--- src/rtl/core/lss_pkg.sv ---
// Package with the shared types, codes and default sizes of the LIFO stack with search.
package lss_pkg;

    localparam int DEPTH_DEF = 64;
    localparam int WORD_W    = 32;
    localparam int KIND_W    = 2;
    localparam int OCC_W     = 7;
    localparam int STATUS_W  = 2;

    typedef enum logic [KIND_W-1:0] {
        KIND_PUSH   = 2'd0,
        KIND_POP    = 2'd1,
        KIND_SEARCH = 2'd2,
        KIND_NOP    = 2'd3
    } t_kind;

    typedef enum logic [STATUS_W-1:0] {
        ST_OK    = 2'd0,
        ST_UNDER = 2'd1,
        ST_OVER  = 2'd2,
        ST_RSVD  = 2'd3
    } t_status;

    typedef enum logic [1:0] {
        S_IDLE,
        S_POP,
        S_SRCH,
        S_DONE
    } t_state;

    typedef struct packed {
        logic [WORD_W-1:0] word;
        logic              found;
        logic [OCC_W-1:0]  occupancy;
        logic              empty;
        logic              full;
        t_status           status;
    } t_result;

endpackage

--- src/rtl/core/lss_if.sv ---
// Valid/ready channel interfaces for the stack's operation and result transfers.
interface lss_in_if;
    logic                             valid;
    logic                             ready;
    logic [lss_pkg::KIND_W-1:0]       kind;
    logic signed [lss_pkg::WORD_W-1:0] value;

    modport source (output valid, output kind, output value, input ready);
    modport sink   (input valid, input kind, input value, output ready);
endinterface

interface lss_out_if;
    logic                               valid;
    logic                               ready;
    logic signed [lss_pkg::WORD_W-1:0]  result_word;
    logic                               found;
    logic [lss_pkg::OCC_W-1:0]          occupancy;
    logic                               empty_res;
    logic                               full_res;
    logic [lss_pkg::STATUS_W-1:0]       status;

    modport source (output valid, output result_word, output found, output occupancy,
                    output empty_res, output full_res, output status, input ready);
    modport sink   (input valid, input result_word, input found, input occupancy,
                    input empty_res, input full_res, input status, output ready);
endinterface

--- src/rtl/core/lss_mem.sv ---
// Entry memory of the stack: one write port and one registered read port.
module lss_mem #(
    parameter int DEPTH = lss_pkg::DEPTH_DEF,
    parameter int AW    = $clog2(DEPTH)
) (
    input  logic                       i_clk,
    input  logic                       i_wr_en,
    input  logic [AW-1:0]              i_wr_addr,
    input  logic [lss_pkg::WORD_W-1:0] i_wr_data,
    input  logic [AW-1:0]              i_rd_addr,
    output logic [lss_pkg::WORD_W-1:0] o_rd_data
);
    import lss_pkg::*;

    logic [WORD_W-1:0] r_mem [DEPTH];
    logic [WORD_W-1:0] r_rd_data;

    always_ff @(posedge i_clk) begin
        if (i_wr_en) begin
            r_mem[i_wr_addr] <= i_wr_data;
        end
        r_rd_data <= r_mem[i_rd_addr];
    end

    assign o_rd_data = r_rd_data;

endmodule

--- src/rtl/core/lss_seq.sv ---
// Sequencer of the stack: fill count, top word and the shared compare unit of the search walk.
module lss_seq #(
    parameter int DEPTH = lss_pkg::DEPTH_DEF,
    parameter int AW    = $clog2(DEPTH),
    parameter int CW    = $clog2(DEPTH + 1)
) (
    input  logic                       i_clk,
    input  logic                       i_rst_n,
    input  logic                       i_in_valid,
    output logic                       o_in_ready,
    input  logic [lss_pkg::KIND_W-1:0] i_kind,
    input  logic [lss_pkg::WORD_W-1:0] i_value,
    output logic                       o_res_valid,
    input  logic                       i_res_take,
    output lss_pkg::t_result           o_res,
    output logic                       o_mem_wr_en,
    output logic [AW-1:0]              o_mem_wr_addr,
    output logic [lss_pkg::WORD_W-1:0] o_mem_wr_data,
    output logic [AW-1:0]              o_mem_rd_addr,
    input  logic [lss_pkg::WORD_W-1:0] i_mem_rd_data
);
    import lss_pkg::*;

    t_state            r_state, n_state;
    logic [CW-1:0]     r_count, n_count;
    logic [WORD_W-1:0] r_top, n_top;
    logic [WORD_W-1:0] r_word, n_word;
    logic [WORD_W-1:0] r_key, n_key;
    logic [AW-1:0]     r_idx, n_idx;
    logic              r_found, n_found;
    t_status           r_status, n_status;

    logic accept;
    logic is_empty;
    logic is_full;
    logic hit;
    logic last;

    assign accept   = i_in_valid && o_in_ready;
    assign is_empty = (r_count == '0);
    assign is_full  = (r_count == CW'(DEPTH));
    // The one comparator, reused for every entry of the walk.
    assign hit      = (i_mem_rd_data == r_key);
    assign last     = ((CW'(r_idx) + CW'(1)) == r_count);

    // Next state.
    always_comb begin
        n_state = r_state;
        unique case (r_state)
            S_IDLE: begin
                if (accept) begin
                    if (t_kind'(i_kind) == KIND_POP && !is_empty) begin
                        n_state = S_POP;
                    end else if (t_kind'(i_kind) == KIND_SEARCH && !is_empty) begin
                        n_state = S_SRCH;
                    end else begin
                        n_state = S_DONE;
                    end
                end
            end
            S_POP: begin
                n_state = S_DONE;
            end
            S_SRCH: begin
                if (hit || last) begin
                    n_state = S_DONE;
                end
            end
            S_DONE: begin
                if (i_res_take) begin
                    n_state = S_IDLE;
                end
            end
            default: begin
                n_state = S_IDLE;
            end
        endcase
    end

    // Datapath and memory control.
    always_comb begin
        n_count       = r_count;
        n_top         = r_top;
        n_word        = r_word;
        n_key         = r_key;
        n_idx         = r_idx;
        n_found       = r_found;
        n_status      = r_status;
        o_mem_wr_en   = 1'b0;
        o_mem_wr_addr = r_count[AW-1:0];
        o_mem_wr_data = i_value;
        o_mem_rd_addr = r_idx + AW'(1);
        unique case (r_state)
            S_IDLE: begin
                if (accept) begin
                    n_found  = 1'b0;
                    n_status = ST_OK;
                    n_word   = r_top;
                    case (t_kind'(i_kind))
                        KIND_PUSH: begin
                            if (is_full) begin
                                n_status = ST_OVER;
                            end else begin
                                o_mem_wr_en = 1'b1;
                                n_count     = r_count + CW'(1);
                                n_top       = i_value;
                                n_word      = i_value;
                            end
                        end
                        KIND_POP: begin
                            if (is_empty) begin
                                n_status = ST_UNDER;
                                n_word   = '0;
                            end else begin
                                n_count       = r_count - CW'(1);
                                o_mem_rd_addr = AW'(r_count - CW'(2));
                            end
                        end
                        KIND_SEARCH: begin
                            n_key         = i_value;
                            n_idx         = '0;
                            o_mem_rd_addr = '0;
                        end
                        default: begin
                            n_word = r_top;
                        end
                    endcase
                end
            end
            S_POP: begin
                n_top = is_empty ? '0 : i_mem_rd_data;
            end
            S_SRCH: begin
                n_found = hit;
                n_idx   = r_idx + AW'(1);
            end
            S_DONE: begin
                n_word = r_word;
            end
            default: begin
                n_word = r_word;
            end
        endcase
    end

    always_ff @(posedge i_clk) begin
        if (!i_rst_n) begin
            r_state <= S_IDLE;
            r_count <= '0;
            r_top   <= '0;
        end else begin
            r_state <= n_state;
            r_count <= n_count;
            r_top   <= n_top;
        end
    end

    always_ff @(posedge i_clk) begin
        r_word   <= n_word;
        r_key    <= n_key;
        r_idx    <= n_idx;
        r_found  <= n_found;
        r_status <= n_status;
    end

    assign o_in_ready  = (r_state == S_IDLE);
    assign o_res_valid = (r_state == S_DONE);

    always_comb begin
        o_res.word      = r_word;
        o_res.found     = r_found;
        o_res.occupancy = OCC_W'(r_count);
        o_res.empty     = is_empty;
        o_res.full      = is_full;
        o_res.status    = r_status;
    end

    a_count_bound : assert property (@(posedge i_clk) disable iff (!i_rst_n)
        r_count <= CW'(DEPTH))
        else $error("fill count beyond depth");

    a_over_full : assert property (@(posedge i_clk) disable iff (!i_rst_n)
        (o_res_valid && o_res.status == ST_OVER) |-> is_full)
        else $error("overflow reported while not full");

    a_push_grows : assert property (@(posedge i_clk) disable iff (!i_rst_n)
        (accept && t_kind'(i_kind) == KIND_PUSH && !is_full)
            |=> (r_count == $past(r_count) + CW'(1)) && (r_top == $past(i_value)))
        else $error("push did not update count and top");

    a_walk_bound : assert property (@(posedge i_clk) disable iff (!i_rst_n)
        (r_state == S_SRCH) |-> (CW'(r_idx) < r_count))
        else $error("search walked past the held entries");

endmodule

--- src/rtl/core/lifo_stack_with_search.sv ---
// Top level of the bounded LIFO stack of 32-bit words with a membership search.
// A push, an overflow, an underflow or the unused operation code goes from the idle state
// straight to the done state; a pop passes through a state that reads the new top word,
// and a search walks the held entries from the oldest, one entry per cycle through the
// single read port of the entry memory, and stops at the first matching entry. The
// sequencer takes a new operation only when idle, after its last result went to the output.
// Synchronous active-low reset empties the stack; the entry memory itself is not cleared.
module lifo_stack_with_search #(
    parameter int DEPTH = lss_pkg::DEPTH_DEF
) (
    input  logic      i_clk,
    input  logic      i_rst_n,
    lss_in_if.sink    i_in,
    lss_out_if.source o_out
);
    import lss_pkg::*;

    // Address and count widths follow from the depth; the count must be able to hold DEPTH.
    localparam int AW = $clog2(DEPTH);
    localparam int CW = $clog2(DEPTH + 1);

    logic              mem_wr_en;
    logic [AW-1:0]     mem_wr_addr;
    logic [WORD_W-1:0] mem_wr_data;
    logic [AW-1:0]     mem_rd_addr;
    logic [WORD_W-1:0] mem_rd_data;

    logic    res_valid;
    logic    res_take;
    t_result res;

    // The output register holds one finished result. The sequencer may load a new
    // result whenever the register is empty or its current result is transferred now.
    logic    r_out_valid;
    t_result r_out;

    assign res_take = !r_out_valid || o_out.ready;

    lss_mem #(
        .DEPTH (DEPTH),
        .AW    (AW)
    ) u_mem (
        .i_clk     (i_clk),
        .i_wr_en   (mem_wr_en),
        .i_wr_addr (mem_wr_addr),
        .i_wr_data (mem_wr_data),
        .i_rd_addr (mem_rd_addr),
        .o_rd_data (mem_rd_data)
    );

    lss_seq #(
        .DEPTH (DEPTH),
        .AW    (AW),
        .CW    (CW)
    ) u_seq (
        .i_clk         (i_clk),
        .i_rst_n       (i_rst_n),
        .i_in_valid    (i_in.valid),
        .o_in_ready    (i_in.ready),
        .i_kind        (i_in.kind),
        .i_value       (i_in.value),
        .o_res_valid   (res_valid),
        .i_res_take    (res_take),
        .o_res         (res),
        .o_mem_wr_en   (mem_wr_en),
        .o_mem_wr_addr (mem_wr_addr),
        .o_mem_wr_data (mem_wr_data),
        .o_mem_rd_addr (mem_rd_addr),
        .i_mem_rd_data (mem_rd_data)
    );

    // Valid flag of the output register is control state and is cleared at reset.
    always_ff @(posedge i_clk) begin
        if (!i_rst_n) begin
            r_out_valid <= 1'b0;
        end else if (res_take) begin
            r_out_valid <= res_valid;
        end
    end

    // The payload needs no reset; it is only looked at while the valid flag is set.
    always_ff @(posedge i_clk) begin
        if (res_take && res_valid) begin
            r_out <= res;
        end
    end

    assign o_out.valid       = r_out_valid;
    assign o_out.result_word = r_out.word;
    assign o_out.found       = r_out.found;
    assign o_out.occupancy   = r_out.occupancy;
    assign o_out.empty_res   = r_out.empty;
    assign o_out.full_res    = r_out.full;
    assign o_out.status      = r_out.status;

    // A result appears at the output only after the sequencer has finished one.
    a_out_from_seq : assert property (@(posedge i_clk) disable iff (!i_rst_n)
        $rose(r_out_valid) |-> $past(res_valid))
        else $error("result offered without a finished operation");

    // A result held back by the sink must not be overwritten.
    a_out_hold : assert property (@(posedge i_clk) disable iff (!i_rst_n)
        (r_out_valid && !o_out.ready) |=> (r_out_valid && $stable(r_out)))
        else $error("stalled result changed");

    // Only a search may report a found entry, and then with status ok.
    a_found_ok : assert property (@(posedge i_clk) disable iff (!i_rst_n)
        (res_valid && res.found) |-> (res.status == ST_OK))
        else $error("found flag set with a fault status");

endmodule
--- src/flat_wrapper.sv ---
// flat-port wrapper written by rule: the top's interface ports become plain ports
module lifo_stack_with_search_flat import lss_pkg::*;
#(
    parameter int DEPTH = lss_pkg::DEPTH_DEF
)
  (i_clk, i_rst_n, i_in_valid, i_in_kind, i_in_value, i_in_ready, o_out_valid, o_out_result_word, o_out_found, o_out_occupancy, o_out_empty_res, o_out_full_res, o_out_status, o_out_ready);
  lss_in_if i_in_i ();
  lss_out_if o_out_i ();
  input  logic i_clk;
  input  logic i_rst_n;
  input wire logic [$bits(i_in_i.valid)-1:0] i_in_valid;
  input wire logic [$bits(i_in_i.kind)-1:0] i_in_kind;
  input wire logic [$bits(i_in_i.value)-1:0] i_in_value;
  output wire logic [$bits(i_in_i.ready)-1:0] i_in_ready;
  output wire logic [$bits(o_out_i.valid)-1:0] o_out_valid;
  output wire logic [$bits(o_out_i.result_word)-1:0] o_out_result_word;
  output wire logic [$bits(o_out_i.found)-1:0] o_out_found;
  output wire logic [$bits(o_out_i.occupancy)-1:0] o_out_occupancy;
  output wire logic [$bits(o_out_i.empty_res)-1:0] o_out_empty_res;
  output wire logic [$bits(o_out_i.full_res)-1:0] o_out_full_res;
  output wire logic [$bits(o_out_i.status)-1:0] o_out_status;
  input wire logic [$bits(o_out_i.ready)-1:0] o_out_ready;
  assign i_in_i.valid = i_in_valid;
  assign i_in_i.kind = i_in_kind;
  assign i_in_i.value = i_in_value;
  assign i_in_ready = i_in_i.ready;
  assign o_out_valid = o_out_i.valid;
  assign o_out_result_word = o_out_i.result_word;
  assign o_out_found = o_out_i.found;
  assign o_out_occupancy = o_out_i.occupancy;
  assign o_out_empty_res = o_out_i.empty_res;
  assign o_out_full_res = o_out_i.full_res;
  assign o_out_status = o_out_i.status;
  assign o_out_i.ready = o_out_ready;
  lifo_stack_with_search #(.DEPTH(DEPTH)) u_core (.i_clk(i_clk), .i_rst_n(i_rst_n), .i_in(i_in_i), .o_out(o_out_i));
endmodule
--- config.mk ---
export PLATFORM = sky130hd
export DESIGN_NAME = lifo_stack_with_search_flat
export DESIGN_NICKNAME = d
export VERILOG_FILES = /design/src/rtl/core/lss_pkg.sv /design/src/rtl/core/lss_if.sv /design/src/rtl/core/lss_mem.sv /design/src/rtl/core/lss_seq.sv /design/src/rtl/core/lifo_stack_with_search.sv /design/src/flat_wrapper.sv
export SDC_FILE = /design/constraint.sdc
export NUM_CORES = 2
export LEC_CHECK = 0
export BUFFER_PORTS_ARGS = -buffer_cell sky130_fd_sc_hd__buf_4
export CAP_MARGIN = 10
export CORE_ASPECT_RATIO = 0.75
export CORE_MARGIN = 3
export CORE_UTILIZATION = 45
export CTS_CLUSTER_SIZE = 30
export DETAILED_ROUTE_END_ITERATION = 10
export GPL_TIMING_DRIVEN = 0
export PLACE_DENSITY = 0.61
export SETUP_SLACK_MARGIN = 0.1
export SLEW_MARGIN = 15
export SYNTH_ARGS = -nofsm -noshare
export SYNTH_HDL_FRONTEND = slang
export SYNTH_HIERARCHICAL = 1
export SYNTH_SLANG_ARGS = --single-unit
--- constraint.sdc ---
create_clock -name i_clk -period 15.77 [get_ports i_clk]
set_clock_uncertainty 0.05 [all_clocks]
set_input_delay 2.3655 -clock i_clk [delete_from_list [all_inputs] [get_ports i_clk]]
set_output_delay 2.3655 -clock i_clk [all_outputs]
set_load 0.01 [all_outputs]
* Yosys cells after proc, flatten, opt, wreduce, memory -nomap -nowiden
Memories as Yosys holds them, arrays and structs flattened. A register that Yosys moved wholly into a read port is not among the register bits.
Cells that the tools add are included.
** Storage, ports and cells
- Bits of input ports :: 38
- Output and inout bits :: 46
- Memories :: 1
- Logic and storage cells :: 91
- Latch bits :: 0
- Bits in writable memories :: 2048
- Bits in read-only memories :: 0
- Bits in registers :: 159
** Memories
- u_core.u_mem.r_mem :: depth 64, bits a word 32, read ports 1, clocked after Yosys merged registers in 1, write ports 1, RTL line lss_mem.sv:15 : logic [WORD_W-1:0] r_mem [DEPTH];
** Cells by class
- Shifts and indexed selects :: 0
- Multiply operators :: 0
- Reduce and logical (&&, ||, !) cells :: 21
- Bitwise operators :: 0
- Order comparisons :: 0
- $add $sub $neg :: 5
- Equality and inequality tests :: 15
- Divide/modulo/power cells :: 0
- Muxes and demuxes :: 34
** Operators with widths (number)
- 32-bit two-way mux :: 5
- 32-bit one-hot mux with 2 select lines :: 2
- 32-bit == test :: 1
- 6-bit two-way mux :: 5
- 6-bit one-hot mux with 2 select lines :: 2
- 7-bit two-way mux :: 2
- 7-bit one-hot mux with 2 select lines :: 1
- 3-bit AND reduction :: 4
- 2-bit two-way mux :: 5
- 1-bit two-way mux :: 9
- 2-bit inequality test (second input constant) :: 4
- 2-bit one-hot mux with 4 select lines :: 1
- 6-bit by 1-bit adder with 7-bit output (second input constant) :: 1
- 7-bit by 1-bit adder with 7-bit output (second input constant) :: 1
- 7-bit == test :: 1
- 7-bit == test (second input constant) :: 1
- 7-bit logical NOT :: 1
- 7-bit by 1-bit subtractor with 7-bit output (second input constant) :: 1
- 6-bit by 1-bit adder with 6-bit output (second input constant) :: 1
- 2-bit == test (second input constant) :: 3
- 2-bit by 1-bit inequality test with 1-bit output (second input constant) :: 3
- 2-bit nonzero test :: 3
- 6-bit by 2-bit subtractor with 6-bit output (second input constant) :: 1
- 5-bit AND reduction :: 1
- other kinds (8) :: 16

* Depth between registers and ports, before layout
- Word-level depth :: 7
- Mapped depth :: 18

* Cells and area by module
Netlist, hierarchy kept.
** Modules (own cells, without submodules)
- lss_mem :: area each 78515.3 um^2, seq. area each 62139.6 um^2, cells an instance 3324, instances 1
- lss_seq :: area each 6329.8 um^2, seq. area each 3012.9 um^2, cells an instance 659, instances 1
- lifo_stack_with_search :: area each 1378.8 um^2, seq. area each 1341.3 um^2, cells an instance 49, instances 1

* Worst setup path before layout
OpenSTA, ideal clock, no wires.
- Path kind :: in2reg
- Start point :: input port i_in_valid
- End point :: memory u_core.u_mem.r_mem[48][0], enable pin
- Data required time :: 15259 ps
- Data arrival time :: 6066 ps
- Library setup time :: 461 ps
- Path slack :: 9193 ps
- Path buffers :: 0
- Cell stages on the path :: 6
- Path through :: nand2_1 -> inv_1 -> and3_1 -> nor2b_1 -> nand4b_1 -> nor3_1
** Between the ends
- Word-level cells in the longest chain between the ends :: 5
** RTL lines
- from (decl) :: RTL line flat_wrapper.sv:11 : input wire logic [$bits(i_in_i.valid)-1:0] i_in_valid;
- 1-bit logical AND :: RTL line lss_seq.sv:39 : assign accept = i_in_valid && o_in_ready;
- 1-bit two-way mux :: RTL line lss_seq.sv:95 : if (accept) begin
- 1-bit two-way mux :: RTL line lss_seq.sv:93 : unique case (r_state)
- via u_core.mem_wr_en :: RTL line lifo_stack_with_search.sv:22 : logic mem_wr_en;
- 1-bit two-way mux :: RTL line lss_mem.sv:19 : if (i_wr_en) begin
- 1-bit two-way mux (implied by the code) :: RTL line lss_mem.sv:20 : r_mem[i_wr_addr] <= i_wr_data;
- to (decl) :: RTL line lss_mem.sv:15
The timed path passes the listed nets, and every way through them passes these cells.

* Worst setup path in the final report
- Start point :: input port i_in_kind[0]
- End point :: register u_core.u_mem.r_rd_data[10] (netlist: u_core/u_mem/o_rd_data[10]), read port of u_core.u_mem.r_mem
** Between the ends
- Word-level cells in the longest chain between the ends :: 4
** RTL lines
- from (decl) :: RTL line flat_wrapper.sv:12 : input wire logic [$bits(i_in_i.kind)-1:0] i_in_kind;
- 2-bit == test / 2-bit by 1-bit == test with 1-bit output (equally long branches) :: RTL line lss_seq.sv:99 : case (t_kind'(i_kind))
- 6-bit one-hot mux with 2 select lines * :: RTL line lss_seq.sv:99
- 6-bit two-way mux * :: RTL line lss_seq.sv:95
- 6-bit two-way mux * :: RTL line lss_seq.sv:93
- via u_core.mem_rd_addr[1] :: RTL line lifo_stack_with_search.sv:25 : logic [AW-1:0] mem_rd_addr;
- to (decl) :: RTL line lss_mem.sv:16 : logic [WORD_W-1:0] r_rd_data;
The timed path passes the listed nets; every way through them passes the cells marked *.
A chain may end at the register's enable or synchronous reset.

==> results_dict.tcl <==
set metrics [dict create \
    fin_crit_ns 7.24 \
    die_h_um 385 \
    status "finished, final reports clean" \
    cts_htree_levels 4 \
    hold_buffers 0 \
    holdPathStages 0 \
    synth_compound_area_share_pct 3.04 \
    power.density_cell_area_nw_per_um2 160 \
    finalInstanceArea_um2 99800 \
    ctsLongestPathBuffers 3 \
    dp.cells 6775 \
    grt-busiest-layer "met1" \
    grt_pass1_wl_mm 367 \
    routed_wl_mm 270 \
    place_area_um2 93400 \
    syn_inst 4032 \
    tritoncts "yes" \
    tns_ns 0 \
    wl_per_cell_um 37.8 \
    dpl.hpwl_mm 182 \
    cts-resized-gates 0 \
    clk_latency_ns 0.83 \
    ir_drop_uv 126 \
    layout_commonest_cell "edfxtp_1" \
    antenna_left 0 \
    final_nets 4510 \
    layout_common_cells "2165 x edfxtp_1, 544 x mux4_2, 205 x clkbuf_16, 159 x buf_4, 150 x clkbuf_1" \
    portBuffers 83 \
    grt-ovfl-total 0 \
    multi_input_area_um2 18700 \
    ff2ff_path_depth 13 \
    criticalPathCategory "in2reg" \
    die_x_um 511 \
    leakagePower_nw 31.2 \
    layout-drive-gt1-share_pct 27.5 \
    grt_pass1_vias 43600 \
    synth_area_um2 86200 \
    whs_ns 0.365 \
    start_kind "input port" \
    clkTransAtPathRegs_ns 0.07 \
    area_growth_pct 15.7 \
    hold_violations 0 \
    initial_core_util_pct 45.5 \
    tightest_slew_ns 1.36 \
    synth_cell_type_count 59 \
    cts-root-buf "clkbuf_16" \
    required_ns 16.34 \
    yosysSeqAreaShare_pct 77.1 \
    synth_fp_nets 4085 \
    synth_adder_area_share_pct 0.226 \
    final_max_slew_viol_count 0 \
    ioPinCount 84 \
    grt_util_met3_pct 8.14 \
    regArea_um2 66500 \
    synthXorXnorAreaFrac_pct 0.514 \
    syn_avg_cell_area_um2 21.4 \
    slew_headroom_pct 9.22 \
    yosysWarningCount 6 \
    synth_edf_count 2165 \
    synth_async_sr_flop_share_pct 0 \
    routed_via_density 6.51 \
    yosys.area_share.simple_pct 2.06 \
    core_um2 190000 \
    gp_congestion 0.897 \
    end_kind "flop" \
    cts_made_buffers 200 \
    grt_util_met1_pct 40.7 \
    fmax_mhz 138 \
    rows 138 \
    hold_class "reg2reg" \
    dr.pass1.iters 8 \
    ys_seq_elements 2239 \
    synth_ff_type "edfxtp_1" \
    use_met2_pct 38.7 \
    grt_usage_pct 27.3 \
    first_iter_violations 8742 \
    cts_sinks 2239 \
    grt_max_degree 65 \
    synth_top_family_by_area "multiplexers" \
    synthMuxAreaShare_pct 15.3 \
    antenna_found_initial 20 \
    post-route-period-util_pct 45.9 \
    max-cap-violations 0 \
    die_area_um2 197000 \
    nFillCells 14600 \
    cp.arrival_ns 7.80 \
    instances_no_fill 7152 \
    post_cts_buffers 0 \
    drc 0 \
    rsz0062_at_grt "false" \
    vias 46500 \
    path_max_fanout 10 \
    finalSetupViolations 0 \
]
==> synthesized netlist by cell type, drive strengths merged (3+ instances only) <==
library cell  count  area, um^2
a21oi           102         510
a22o             32         280
a22oi            12        90.1
a311oi            8        70.1
a31oi             3        18.8
a41o              5        50.1
and2              6        40.0
and3             10        62.6
buf             160         990
clkbuf          112         422
dfxtp            74        1480
edfxtp         2165       65000
ha               14         175
inv              20        75.1
mux2i            95         951
mux4            544       12300
nand2           111         417
nand2b           10        70.1
nand3            12        65.1
nand3b            5        37.5
nand4            12        75.1
nor2            188         706
nor2b            16         100
nor3             10        66.3
o2111ai          32         280
o21ai            41         205
o221ai           28         245
o22ai           122         763
o32ai             6        52.6
or2               3        18.8
or3               7        43.8
or3b              5        43.8
xnor2            42         368
xor2              6        52.6
==> through the flow <==
step	power, mW	utilization, %	setup WS, ns
2_1_floorplan	9.36	-	9.19
3_3_place_gp	11.1	47.5	4.50
3_5_place_dp	11.1	49.3	7.88
4_1_cts	15.9	52.6	8.76
5_1_grt	16.4	52.6	8.47
6_report	16.0	52.6	8.53
==> metal layers <==
layer / wire length (um) / vias to the layer above
li1: - / 17700
met3: 37800 / 465
met1: 107000 / 25000
met2: 116000 / 3347
met5: 22 / -
met4: 9370 / 4
==> cells by family after synthesis <==
logic type,count (synthesis)
buffers and inverters,293
muxes,639
and+or+nand+nor,399
xor gates and xnor gates,49
adders and majority gates,15
AOI/OAI and AO/OA,398
DFF,2239
==> registers in the layout (all words and copies together) (netlist names) <==
| signal | flops |
|---|---|
| u_core/o_out.full_res | 1 |
| u_core/u_seq/r_found | 1 |
| u_core/u_seq/r_word | 32 |
| u_core/u_seq/r_status | 2 |
| u_core/u_seq/r_count | 7 |
| u_core/u_mem/o_rd_data | 32 |
| u_core/o_out.found | 1 |
| u_core/u_seq/r_state | 2 |
| u_core/o_out.valid | 1 |
| u_core/u_mem/r_mem | 2048 |
| u_core/u_seq/r_idx | 6 |
| u_core/o_out.status | 2 |
| u_core/o_out.occupancy | 7 |
| u_core/o_out.empty_res | 1 |
| u_core/u_seq/r_top | 32 |
| u_core/o_out.result_word | 32 |
| u_core/u_seq/r_key | 32 |
==> worst paths after layout <==
| path | slack, ns | to | start |
|---|---|---|---|
| hold / removal | 0.36 | u_core/o_out.result_word[18] | u_core/u_seq/r_word[18] |
| hold reg to reg | 0.36 | u_core/o_out.result_word[18] | u_core/u_seq/r_word[18] |
| setup reg to reg | 9.47 | u_core/u_mem/o_rd_data[10] | u_core/u_seq/r_count[6] |
| setup / recovery | 8.53 | u_core/u_mem/o_rd_data[10] | i_in_kind[0] |
==> worst max-delay path, stage by stage <==
cell      delay, ns
buf_4          0.11
inv_1          0.06
ha_1           0.29
and3_1         0.18
clkbuf_1       0.31
a21oi_1        0.12
a21oi_1        0.13
buf_2          0.54
buf_2          0.52
clkbuf_1       0.92
mux4_2         0.43
mux4_2         0.51
o22ai_1        0.98
nor2_1         0.32
==> report_power, final <==
group          total [mW]  internal, mW  switching (mW)
sequential           6.77          6.67           0.105
combinational        4.37          1.59            2.78
clock                4.82          2.66            2.16
==> cell type report <==
class	instances	share of cell area, %
Multi-Input combinational cell	1500	18.8
Buffer	272	1.42
Clock buffer	252	5.33
Antenna cell	12	0.0301
Sequential cell	2239	66.6
Tap cell	2520	3.16
Inverter	21	0.0790
Timing Repair Buffer	223	3.52
Clock inverter	113	1.03
(Power assumes the default switching activity.)
